===== config.mk =====
export PLATFORM = sky130hd
export DESIGN_NAME = piecewise_linear_interpolator
export DESIGN_NICKNAME = d
export VERILOG_FILES = /design/src/hdl/pli_pkg.sv /design/src/hdl/piecewise_linear_interpolator.sv
export SDC_FILE = /design/constraint.sdc
export NUM_CORES = 2
export LEC_CHECK = 0
export BUFFER_PORTS_ARGS = -buffer_cell sky130_fd_sc_hd__buf_2
export CELL_PAD_IN_SITES_DETAIL_PLACEMENT = 0
export CELL_PAD_IN_SITES_GLOBAL_PLACEMENT = 1
export CORE_MARGIN = 2
export CORE_UTILIZATION = 55
export CTS_BUF_LIST = sky130_fd_sc_hd__clkbuf_4 sky130_fd_sc_hd__clkbuf_8 sky130_fd_sc_hd__clkbuf_16
export CTS_CLUSTER_DIAMETER = 80
export DETAILED_ROUTE_END_ITERATION = 7
export PLACE_DENSITY = 0.89
export SYNTH_ARGS = -nofsm -noshare
export SYNTH_HDL_FRONTEND = slang
export SYNTH_SLANG_ARGS = --single-unit

===== constraint.sdc =====
create_clock -name clk -period 18 [get_ports clk]
set_clock_uncertainty 0.05 [all_clocks]
set_input_delay 0 -clock clk [delete_from_list [all_inputs] [get_ports clk]]
set_output_delay 0 -clock clk [all_outputs]
set_load 0.02 [all_outputs]

===== src/hdl/pli_pkg.sv =====
// ----------------------------------------------------------------------------
// pli_pkg
// shared codes, field widths and state type of the interpolator
// ----------------------------------------------------------------------------
package pli_pkg;

    // fixed field widths
    localparam int IDX_FIELD_W = 5;
    localparam int CFG_W       = 6;
    localparam int STATUS_W    = 2;

    // request kinds carried in tuser
    localparam logic REQ_LOAD  = 1'b0;
    localparam logic REQ_QUERY = 1'b1;

    // result status codes
    localparam logic [STATUS_W-1:0] STATUS_OK    = 2'd0;
    localparam logic [STATUS_W-1:0] STATUS_EMPTY = 2'd1;
    localparam logic [STATUS_W-1:0] STATUS_RANGE = 2'd2;

    // sequencer states
    typedef enum logic [2:0] {
        ST_IDLE,
        ST_SCAN,
        ST_PREP,
        ST_MUL,
        ST_DIV,
        ST_SUM,
        ST_DONE
    } pli_state_t;

endpackage


===== src/hdl/piecewise_linear_interpolator.sv =====
// ----------------------------------------------------------------------------
// piecewise_linear_interpolator
// breakpoint table with linear interpolation between neighboring entries
// ----------------------------------------------------------------------------
//  channel   direction  beat contents
//  s_axis    in         tuser: req_type; tdata: entry_index, entry_key,
//                       entry_value, query_key
//  m_axis    out        tuser: status; tdata: result_value
//  cfg       in         cfg_data: entries_used
//
//  a load or an empty-table query goes from accept straight to the done state
//  a query matching at entry i scans the table up to that entry, one table read
//  per cycle during the scan, then runs a bit-serial shift-add multiply and a
//  bit-serial restoring divide
//  reset clears control and entries_used; table contents are undefined until
//  loaded; a waiting result is held and one new beat can be taken meanwhile
// ----------------------------------------------------------------------------
module piecewise_linear_interpolator #(
    parameter int TABLE_DEPTH = 32,
    parameter int DATA_WIDTH  = 32,
    localparam int IN_BITS = pli_pkg::IDX_FIELD_W + 3 * DATA_WIDTH,
    localparam int IN_W    = ((IN_BITS + 7) / 8) * 8,
    localparam int OUT_W   = ((DATA_WIDTH + 7) / 8) * 8
) (
    input  logic                          clk,
    input  logic                          rst_n,
    input  logic                          s_axis_tvalid,
    output logic                          s_axis_tready,
    // entry_index, entry_key, entry_value, query_key (lowest bit up)
    input  logic [IN_W-1:0]               s_axis_tdata,
    // req_type
    input  logic [0:0]                    s_axis_tuser,
    output logic                          m_axis_tvalid,
    input  logic                          m_axis_tready,
    // result_value
    output logic [OUT_W-1:0]              m_axis_tdata,
    // status
    output logic [pli_pkg::STATUS_W-1:0]  m_axis_tuser,
    input  logic                          cfg_valid,
    output logic                          cfg_ready,
    input  logic [pli_pkg::CFG_W-1:0]     cfg_data
);

    localparam int DW = DATA_WIDTH;
    localparam int EW = 2 * DATA_WIDTH;
    localparam int AW = $clog2(TABLE_DEPTH);
    localparam int NW = $clog2(TABLE_DEPTH + 1);
    localparam int CW = $clog2(DATA_WIDTH);

    // input field split
    logic [pli_pkg::IDX_FIELD_W-1:0] in_index;
    logic signed [DW-1:0]            in_key;
    logic signed [DW-1:0]            in_value;
    logic signed [DW-1:0]            in_query;
    logic                            in_req;
    logic                            in_fire;
    logic                            idx_ok;
    logic                            wr_en;

    assign in_index = s_axis_tdata[pli_pkg::IDX_FIELD_W-1:0];
    assign in_key   = $signed(s_axis_tdata[pli_pkg::IDX_FIELD_W +: DW]);
    assign in_value = $signed(s_axis_tdata[pli_pkg::IDX_FIELD_W + DW +: DW]);
    assign in_query = $signed(s_axis_tdata[pli_pkg::IDX_FIELD_W + 2 * DW +: DW]);
    assign in_req   = s_axis_tuser[0];
    assign in_fire  = s_axis_tvalid && s_axis_tready;
    assign idx_ok   = 32'(in_index) < 32'(TABLE_DEPTH);
    assign wr_en    = in_fire && (in_req == pli_pkg::REQ_LOAD) && idx_ok;

    // state and control registers
    pli_pkg::pli_state_t state_reg, state_next;
    logic [pli_pkg::CFG_W-1:0] entries_used_reg;
    logic [NW-1:0]             n_reg;
    logic [NW-1:0]             n_eff;
    logic [NW-1:0]             issue_reg;
    logic [NW-1:0]             rd_idx_reg;
    logic                      rd_vld_reg;
    logic [CW-1:0]             cnt_reg;
    logic                      cnt_zero;
    logic                      out_valid_reg;
    logic                      issue_en;
    logic                      out_load;

    // datapath registers
    logic [EW-1:0]        rd_data_reg;
    logic signed [DW-1:0] query_reg;
    logic signed [DW-1:0] first_key_reg;
    logic signed [DW-1:0] first_val_reg;
    logic signed [DW-1:0] prev_key_reg;
    logic signed [DW-1:0] prev_val_reg;
    logic signed [DW-1:0] base_val_reg;
    logic signed [DW:0]   dv_reg;
    logic [DW-1:0]        den_reg;
    logic [DW-1:0]        mag_reg;
    logic                 neg_reg;
    logic [DW-1:0]        acc_reg, acc_next;
    logic [DW-1:0]        lo_reg, lo_next;
    logic [DW-1:0]        res_reg;
    logic [pli_pkg::STATUS_W-1:0] status_reg;
    logic [DW-1:0]        out_data_reg;
    logic [pli_pkg::STATUS_W-1:0] out_status_reg;

    // breakpoint table, key in the upper half of each word
    logic [EW-1:0] mem [TABLE_DEPTH];

    // clamp the entry count to the table depth
    always_comb
    begin
        if (32'(entries_used_reg) > 32'(TABLE_DEPTH))
        begin
            n_eff = NW'(TABLE_DEPTH);
        end
        else
        begin
            n_eff = NW'(entries_used_reg);
        end
    end

    // scan compare on the entry just read
    logic signed [DW-1:0] cur_key;
    logic signed [DW-1:0] cur_val;
    logic signed [DW-1:0] base_key;
    logic signed [DW-1:0] base_val;
    logic signed [DW-1:0] miss_val;
    logic                 rd_is_first;
    logic                 rd_is_last;
    logic                 key_hit;
    logic                 scan_hit;
    logic                 scan_miss_end;

    assign cur_key       = $signed(rd_data_reg[EW-1:DW]);
    assign cur_val       = $signed(rd_data_reg[DW-1:0]);
    assign rd_is_first   = (rd_idx_reg == '0);
    assign rd_is_last    = (rd_idx_reg == n_reg - NW'(1));
    assign key_hit       = !rd_is_first && (query_reg >= prev_key_reg) && (query_reg < cur_key);
    assign scan_hit      = rd_vld_reg && key_hit;
    assign scan_miss_end = rd_vld_reg && rd_is_last && !key_hit;
    assign base_key      = rd_is_first ? cur_key : first_key_reg;
    assign base_val      = rd_is_first ? cur_val : first_val_reg;
    assign miss_val      = (query_reg < base_key) ? base_val : cur_val;
    assign cnt_zero      = (cnt_reg == '0);

    // next state
    always_comb
    begin
        state_next = state_reg;
        case (state_reg)
            pli_pkg::ST_IDLE:
            begin
                if (in_fire)
                begin
                    if ((in_req == pli_pkg::REQ_LOAD) || (n_eff == '0))
                    begin
                        state_next = pli_pkg::ST_DONE;
                    end
                    else
                    begin
                        state_next = pli_pkg::ST_SCAN;
                    end
                end
            end
            pli_pkg::ST_SCAN:
            begin
                if (scan_hit)
                begin
                    state_next = pli_pkg::ST_PREP;
                end
                else if (scan_miss_end)
                begin
                    state_next = pli_pkg::ST_DONE;
                end
            end
            pli_pkg::ST_PREP:
            begin
                state_next = pli_pkg::ST_MUL;
            end
            pli_pkg::ST_MUL:
            begin
                if (cnt_zero)
                begin
                    state_next = pli_pkg::ST_DIV;
                end
            end
            pli_pkg::ST_DIV:
            begin
                if (cnt_zero)
                begin
                    state_next = pli_pkg::ST_SUM;
                end
            end
            pli_pkg::ST_SUM:
            begin
                state_next = pli_pkg::ST_DONE;
            end
            pli_pkg::ST_DONE:
            begin
                if (out_load)
                begin
                    state_next = pli_pkg::ST_IDLE;
                end
            end
            default:
            begin
                state_next = pli_pkg::ST_IDLE;
            end
        endcase
    end

    // control outputs
    always_comb
    begin
        s_axis_tready = 1'b0;
        issue_en      = 1'b0;
        out_load      = 1'b0;
        case (state_reg)
            pli_pkg::ST_IDLE:
            begin
                s_axis_tready = 1'b1;
            end
            pli_pkg::ST_SCAN:
            begin
                issue_en = (issue_reg < n_reg);
            end
            pli_pkg::ST_DONE:
            begin
                out_load = !out_valid_reg || m_axis_tready;
            end
            default:
            begin
                s_axis_tready = 1'b0;
            end
        endcase
    end

    // one bit per cycle: shift-add multiply, then restoring divide
    logic [DW:0] mul_sum;
    logic [DW:0] div_trial;
    logic [DW:0] div_diff;
    logic        div_ge;

    assign mul_sum   = {1'b0, acc_reg} + (lo_reg[0] ? {1'b0, mag_reg} : '0);
    assign div_trial = {acc_reg, lo_reg[DW-1]};
    assign div_diff  = div_trial - {1'b0, den_reg};
    assign div_ge    = (div_trial >= {1'b0, den_reg});

    always_comb
    begin
        acc_next = acc_reg;
        lo_next  = lo_reg;
        case (state_reg)
            pli_pkg::ST_MUL:
            begin
                acc_next = mul_sum[DW:1];
                lo_next  = {mul_sum[0], lo_reg[DW-1:1]};
            end
            pli_pkg::ST_DIV:
            begin
                acc_next = div_ge ? div_diff[DW-1:0] : div_trial[DW-1:0];
                lo_next  = {lo_reg[DW-2:0], div_ge};
            end
            default:
            begin
                acc_next = acc_reg;
            end
        endcase
    end

    // control registers
    always_ff @(posedge clk or negedge rst_n)
    begin
        if (!rst_n)
        begin
            state_reg        <= pli_pkg::ST_IDLE;
            entries_used_reg <= '0;
            issue_reg        <= '0;
            rd_vld_reg       <= 1'b0;
            cnt_reg          <= '0;
            out_valid_reg    <= 1'b0;
        end
        else
        begin
            state_reg  <= state_next;
            rd_vld_reg <= issue_en;
            if (cfg_valid)
            begin
                entries_used_reg <= cfg_data;
            end
            if (in_fire)
            begin
                issue_reg <= '0;
            end
            else if (issue_en)
            begin
                issue_reg <= issue_reg + NW'(1);
            end
            if (state_reg == pli_pkg::ST_PREP)
            begin
                cnt_reg <= CW'(DW - 1);
            end
            else if ((state_reg == pli_pkg::ST_MUL) || (state_reg == pli_pkg::ST_DIV))
            begin
                cnt_reg <= cnt_zero ? CW'(DW - 1) : cnt_reg - CW'(1);
            end
            if (out_load)
            begin
                out_valid_reg <= 1'b1;
            end
            else if (m_axis_tready)
            begin
                out_valid_reg <= 1'b0;
            end
        end
    end

    // table write and registered read
    always_ff @(posedge clk)
    begin
        if (wr_en)
        begin
            mem[AW'(in_index)] <= {in_key, in_value};
        end
        if (issue_en)
        begin
            rd_data_reg <= mem[issue_reg[AW-1:0]];
        end
    end

    // request capture and scan bookkeeping
    always_ff @(posedge clk)
    begin
        if (in_fire)
        begin
            query_reg <= in_query;
            n_reg     <= n_eff;
            res_reg   <= '0;
            if (in_req == pli_pkg::REQ_LOAD)
            begin
                status_reg <= idx_ok ? pli_pkg::STATUS_OK : pli_pkg::STATUS_RANGE;
            end
            else if (n_eff == '0)
            begin
                status_reg <= pli_pkg::STATUS_EMPTY;
            end
            else
            begin
                status_reg <= pli_pkg::STATUS_OK;
            end
        end
        if (issue_en)
        begin
            rd_idx_reg <= issue_reg;
        end
        if ((state_reg == pli_pkg::ST_SCAN) && rd_vld_reg)
        begin
            prev_key_reg <= cur_key;
            prev_val_reg <= cur_val;
            if (rd_is_first)
            begin
                first_key_reg <= cur_key;
                first_val_reg <= cur_val;
            end
        end
        // segment found: operands for the multiply and divide
        if ((state_reg == pli_pkg::ST_SCAN) && scan_hit)
        begin
            den_reg      <= DW'(cur_key - prev_key_reg);
            dv_reg       <= (DW + 1)'(cur_val) - (DW + 1)'(prev_val_reg);
            base_val_reg <= prev_val_reg;
        end
        // no segment: clamp to an end value
        if ((state_reg == pli_pkg::ST_SCAN) && scan_miss_end)
        begin
            res_reg <= miss_val;
        end
        // magnitude and sign of the value step
        if (state_reg == pli_pkg::ST_PREP)
        begin
            neg_reg <= dv_reg[DW];
            mag_reg <= dv_reg[DW] ? DW'(-dv_reg) : DW'(dv_reg);
        end
        // multiplier and dividend share acc/lo
        if ((state_reg == pli_pkg::ST_SCAN) && scan_hit)
        begin
            acc_reg <= '0;
            lo_reg  <= DW'(query_reg - prev_key_reg);
        end
        else
        begin
            acc_reg <= acc_next;
            lo_reg  <= lo_next;
        end
        if (state_reg == pli_pkg::ST_SUM)
        begin
            res_reg <= neg_reg ? DW'(base_val_reg) - lo_reg : DW'(base_val_reg) + lo_reg;
        end
        if (out_load)
        begin
            out_data_reg   <= res_reg;
            out_status_reg <= status_reg;
        end
    end

    // port drive
    assign cfg_ready     = 1'b1;
    assign m_axis_tvalid = out_valid_reg;
    assign m_axis_tdata  = OUT_W'(out_data_reg);
    assign m_axis_tuser  = out_status_reg;

endmodule


Word-level counts from Yosys, hierarchy flattened
Memories as Yosys holds them, arrays and structs flattened. A register that Yosys moved wholly into a read port is not among the register bits.
Cells that the tools add are included.
{"block": "totals", "reg_bits": 456, "ram_bits": 2048, "inputBits": 116, "output_inout_bits": 37, "wordCells": 117, "memories": 1}
{"block": "op_classes", "n_addsub": 11, "magnitude_cmp": 6, "n_eq_ne": 12, "muxes": 35, "bitwise": 1, "n_reduce_logical": 27}
{"name": "mem", "depth": 32, "word_bits": 64, "read_ports": 1, "rd_clocked_by_memory_dff": 1, "wr": 1, "line_no": "piecewise_linear_interpolator.sv:103", "rtl": "logic [EW-1:0] mem [TABLE_DEPTH];"}
{"operator": "32-bit two-way mux", "count": 11}
{"operator": "32-bit case mux with 2 select lines", "count": 2}
{"operator": "32-bit subtractor", "count": 4}
{"operator": "32-bit less-than comparator", "count": 2}
{"operator": "32-bit by 32-bit adder with 33-bit output", "count": 1}
{"operator": "33-bit by 32-bit >= comparator with 1-bit output", "count": 1}
{"operator": "32-bit by 32-bit subtractor with 33-bit output", "count": 1}
{"operator": "32-bit adder", "count": 1}
{"operator": "32-bit >= comparator", "count": 1}
{"operator": "32-bit negation", "count": 1}
{"operator": "3-bit two-way mux", "count": 7}
{"operator": "3-bit case mux with 7 select lines", "count": 1}
{"operator": "6-bit two-way mux", "count": 3}
{"operator": "5-bit two-way mux", "count": 3}
{"operator": "6-bit logical NOT", "count": 2}
{"operator": "1-bit logical AND", "count": 10}
{"operator": "3-bit equality test (second input constant)", "count": 3}
{"operator": "1-bit two-way mux", "count": 8}
{"operator": "2-bit != test (second input constant)", "count": 4}
{"operator": "2-bit nonzero test", "count": 4}
{"operator": "6-bit by 1-bit adder with 6-bit output (second input constant)", "count": 1}
{"operator": "3-bit by 2-bit equality test with 1-bit output (second input constant)", "count": 2}
{"operator": "6-bit equality test", "count": 1}
{"operator": "6-bit greater-than comparator (second input constant)", "count": 1}
{"operator": "other kinds (12)", "count": 17}

Longest topological paths before layout
{"block": "depth", "depth_word": 9, "depth_mapped": 20}

Least setup slack after synthesis
Ideal clock, no wire load.
{"block": "synth_path", "kind": "register to register", "startpoint": "register state_reg[1]", "endpoint": "register lo_reg[16] (data pin)", "arrival_time_ps": 7649, "path_slack_ps": 9893, "path_stages_with_launch": 9, "synth_period_minus_slack_ps": 8107, "cell_sequence": "dfrtp_1 > clkbuf_1 > nor2_1 > and3_1 > nand2_1 > nor3_1 > clkbuf_1 > clkbuf_1 > a21oi_1"}
{"block": "synth_via", "elab_chain_cells": 3}
{"element": "start, declared", "line_no": "piecewise_linear_interpolator.sv:70", "rtl": "pli_pkg::pli_state_t state_reg, state_next;"}
{"element": "start signal, assigned", "line_no": "piecewise_linear_interpolator.sv:272", "rtl": "state_reg <= pli_pkg::ST_IDLE;"}
{"element": "start signal, assigned", "line_no": "piecewise_linear_interpolator.sv:281", "rtl": "state_reg <= state_next;"}
{"element": "3-bit equality test, or another cell as far along", "line_no": "piecewise_linear_interpolator.sv:249", "rtl": "case (state_reg)"}
{"element": "32-bit case mux with 2 select lines or 1-bit logical AND (tied branches)", "line_no": "piecewise_linear_interpolator.sv:249, piecewise_linear_interpolator.sv:381"}
{"element": "32-bit two-way mux (*)", "line_no": "piecewise_linear_interpolator.sv:381", "rtl": "if ((state_reg == pli_pkg::ST_SCAN) && scan_hit)"}
{"element": "end signal, assigned", "line_no": "piecewise_linear_interpolator.sv:384", "rtl": "lo_reg <= DW'(query_reg - prev_key_reg);"}
{"element": "end signal, assigned", "line_no": "piecewise_linear_interpolator.sv:389", "rtl": "lo_reg <= lo_next;"}
{"element": "end, declared", "line_no": "piecewise_linear_interpolator.sv:96", "rtl": "logic [DW-1:0] lo_reg, lo_next;"}
Mark *: on every way between the ends. The rest lies on a longest branch, timed or not.
A chain may end at the register's enable or synchronous reset.

Worst setup path after layout
{"block": "layout_path", "startpoint": "register rd_idx_reg[0]", "endpoint": "register res_reg[29] (data pin)"}
{"element": "start, declared", "line_no": "piecewise_linear_interpolator.sv:75", "rtl": "logic [NW-1:0] rd_idx_reg;"}
{"element": "start signal, assigned", "line_no": "piecewise_linear_interpolator.sv:350", "rtl": "rd_idx_reg <= issue_reg;"}
{"element": "6-bit logical NOT", "line_no": "piecewise_linear_interpolator.sv:132", "rtl": "assign rd_is_first = (rd_idx_reg == '0);"}
{"element": "32-bit two-way mux"}
{"element": "named net base_key[1]", "line_no": "piecewise_linear_interpolator.sv:121", "rtl": "logic signed [DW-1:0] base_key;"}
{"element": "32-bit less-than comparator", "line_no": "piecewise_linear_interpolator.sv:139", "rtl": "assign miss_val = (query_reg < base_key) ? base_val : cur_val;"}
{"element": "32-bit two-way mux", "line_no": "piecewise_linear_interpolator.sv:139"}
{"element": "32-bit two-way mux", "line_no": "piecewise_linear_interpolator.sv:370", "rtl": "if ((state_reg == pli_pkg::ST_SCAN) && scan_miss_end)"}
{"element": "32-bit two-way mux", "line_no": "piecewise_linear_interpolator.sv:391", "rtl": "if (state_reg == pli_pkg::ST_SUM)"}
{"element": "end signal, assigned", "line_no": "piecewise_linear_interpolator.sv:372", "rtl": "res_reg <= miss_val;"}
{"element": "end signal, assigned", "line_no": "piecewise_linear_interpolator.sv:393", "rtl": "res_reg <= neg_reg ? DW'(base_val_reg) - lo_reg : DW'(base_val_reg) + lo_reg;"}
{"element": "end, declared", "line_no": "piecewise_linear_interpolator.sv:97", "rtl": "logic [DW-1:0] res_reg;"}
The timed path passes the listed nets, and every way through them passes these cells.

==> flow_metrics.env <==
export IMPL_vdd_drop_max_uv=121
export IMPL_fp_dieH_um=449
export IMPL_grt_pass1_vias=62800
export IMPL_die_w_um=449
export IMPL_combinationalPowerShare=0.285
export IMPL_hpwl_um=162000
export IMPL_final_net_count=6743
export IMPL_hp_class="input pin to flop"
export IMPL_yosys_area_share_simple=0.0334
export IMPL_dp_cells=8541
export IMPL_gp_congestion=0.910
export IMPL_drive_above_1_share=0.226
export IMPL_path_cells="nor4_1 -> nand2_4 -> buf_4 -> nor2_1 -> a21o_1 -> inv_1 -> ha_1 -> o21ai_0 -> o31ai_1 -> a211oi_1 -> nor4_1 -> o41a_1 -> o21ai_0 -> mux2i_4 -> buf_4 -> mux2i_1 -> o22ai_1"
export IMPL_finalPower_mw=18.3
export IMPL_setup_tns_ns=0
export IMPL_switching_share=0.313
export IMPL_synth_cell_types=79
export IMPL_synth_yosys_seq_area_share=0.704
export IMPL_drt_pass1_iter_count=8
export IMPL_yosys_area_top_type="edfxtp_1"
export IMPL_crit_fanout=52
export IMPL_synth_area_per_cell_um2=18.5
export IMPL_cts_sinks=2566
export IMPL_synth_compound_area_frac=0.0471
export IMPL_synth_edf_count=2512
export IMPL_synthAdderAreaFrac=0.0312
export IMPL_placed_area_um2=113000
export IMPL_io_pins=153
export IMPL_tritoncts="yes"
export IMPL_initial_core_util=0.553
export IMPL_clock_power_share=0.311
export IMPL_outcome="completed"
export IMPL_path_clk_slew_ns=0.06
export IMPL_grt_max_degree=171
export IMPL_dieArea_um2=201000
export IMPL_post_cts_buffers=0
export IMPL_syn_area_um2=109000
export IMPL_final_cells=9204
export IMPL_rows=163
export IMPL_tightestPinTransition_ns=1.26
export IMPL_ys_top_cells_by_count="edfxtp_1, mux4_2, ha_1"
export IMPL_cts_buffers=280
export IMPL_synth_top_cell_area_share=0.693
export IMPL_core_area_um2=197000
export IMPL_max_stage_delay_ns=0.89
export IMPL_viasPerCell=6.73
export IMPL_wirelength_um=319000
export IMPL_synth_main_ff_cell="edfxtp_1"
export IMPL_end_kind="flop"
export IMPL_drc=0
export IMPL_cap_violations=0
export IMPL_crit_path_start_kind="flop"
export IMPL_ctsLongestPathBuffers=4
export IMPL_via_count=62000
export IMPL_grt_pass1_wl_um=453000
export IMPL_synthArstFlopShare=0.00857
export IMPL_hold_violations=0
export IMPL_largest_reg_flops=2048
export IMPL_cts_resized=0
export IMPL_p_int_mw=12.6
export IMPL_synth_fp_nets=6275
export IMPL_p_sw_mw=5.74
export IMPL_crit_slowest_cell="nor4_1"
export IMPL_slew_headroom=0.156
export IMPL_period_share=0.336
export IMPL_rsz0062_at_grt="false"
export IMPL_crit_arrival_ns=6.62
export IMPL_ctsHoldBuffers=176
export IMPL_worst_ep_required_time_ns=18.57
export IMPL_worst_skew_pair_late_latency_ns=0.98
export IMPL_p_leak_nw=41.1
export IMPL_syn_to_final_growth_pct=13.6
export IMPL_drtIter0Drc=9529
export IMPL_grt_ovfl_total=0
export IMPL_wl_per_cell_um=34.7
export IMPL_synth_area_top_cells="edfxtp_1, mux4_2, ha_1, xnor2_1, mux2_2"
export IMPL_pwr_share_seq=0.404
export IMPL_muxShareOfSynthArea=0.150
export IMPL_ys_ff_latch=2566
export IMPL_htree_levels=5
export IMPL_track_usage=0.314
export IMPL_path_class="flop to flop"
export IMPL_synth_most_common_cell="edfxtp_1"
export IMPL_fin_area_um2=124000
export IMPL_power_density_nw_per_um2=148
export IMPL_hold_worst_slack_ns=0.0502
export IMPL_finalWorstPathRequiredPeriod_ns=6.05
export IMPL_synth_top_family_by_area="multiplexers"
export IMPL_finalSetupViolCount=0
export IMPL_synth_warnings=0
export IMPL_ant_nets=0
export IMPL_slew_violations=0
export IMPL_max_freq_mhz=165
export IMPL_syn_inst=5891
export IMPL_port_buffers=147
export IMPL_root_buffer="clkbuf_16"
export IMPL_antenna_found_initial=37
export IMPL_synth_xor_area_frac=0.0185
-- final cells by class --
class                   count  area (µm²)
diodes                     12        30.0
clock buffers             338        7580
clock inverters           137        1170
fillers                 13000       73400
inverters                 230         863
multi-input cells        2859       30800
flip-flops and latches   2566       76600
well taps                2640        3300
repair buffers            422        3290
-- worst max-delay path: cells and delay by family, from the launching register on --
family	cells	cell delay [ns]
adder cells (fa/ha/maj)	1	0.26
AND/OR/NAND/NOR	4	1.69
buffers and inverters	3	1.04
AO/OA/AOI/OAI	7	1.54
multiplexers	2	0.60
flip-flops	1	0.40
-- cells by family (layout without fill, tap and decap cells) --
group,after synthesis,after routing
mux,814,814
buf+inv,466,1127
flops,2566,2566
compound gates,803,803
other cells,2,14
simple gates,742,742
fa+ha+maj,268,268
xor+xnor,230,230
-- path summary, 6_finish.rpt --
path                            slack (ns)  cells after the start                    endpoint                     from
worst max register to register       11.95                     17       res_reg[29]$_DFFE_PP_  rd_idx_reg[0]$_DFFE_PP_
worst max-delay path                 11.95                     17       res_reg[29]$_DFFE_PP_  rd_idx_reg[0]$_DFFE_PP_
worst min register to register        0.37                      0  m_axis_tdata[19]$_DFFE_PP_    res_reg[19]$_DFFE_PP_
min in group asynchronous             0.13                      4      cnt_reg[3]$_DFFE_PN0P_                    rst_n
worst min-delay path                  0.05                      2       mem[11][35]$_DFFE_PP_          s_axis_tdata[8]
max in group asynchronous            17.57                      4    issue_reg[3]$_DFFE_PN0P_                    rst_n
-- per-layer routing --
| layer | vias to the layer above | part of all wire | GRT usage |
|---|---|---|---|
| li1 | 24800 | - | - |
| met1 | 31200 | 0.33 | 0.381 |
| met2 | 4722 | 0.50 | 0.525 |
| met3 | 1123 | 0.11 | 0.0713 |
| met4 | 34 | 0.065 | 0.172 |
| met5 | - | 0.00066 | 0 |
-- power by group through the flow --
stage               registers (mW)  logic [mW]  clock network, mW
CTS                           7.41        5.17               5.69
global route                  7.44        5.57               5.92
floorplan                     7.28        3.74                  0
detailed placement            7.53        4.99                  0
global placement              7.53        4.90                  0
finish                        7.41        5.24               5.69
-- placed cells by master, fill, tap and decap left out, types with 76 or more instances in the layout --
cell	Yosys	layout
a21oi_1	219	219
buf_4	2	96
clkbuf_16	0	287
xor2_1	76	76
dlygate4sd3_1	0	175
nand2_1	174	173
buf_2	4	147
a21o_1	97	97
nor2_1	223	190
mux4_2	640	640
mux2_2	101	101
xnor2_1	154	154
ha_1	262	262
inv_1	229	228
o21ai_0	177	177
edfxtp_1	2512	2512
-- stage by stage --
step | setup slack [ns] | util
floorplan | 9.89 | -
global placement | 11.96 | 0.574
detailed placement | 11.94 | 0.574
CTS | 11.90 | 0.628
global route | 11.60 | 0.628
finish | 11.95 | 0.628
(Power assumes the default switching activity.)
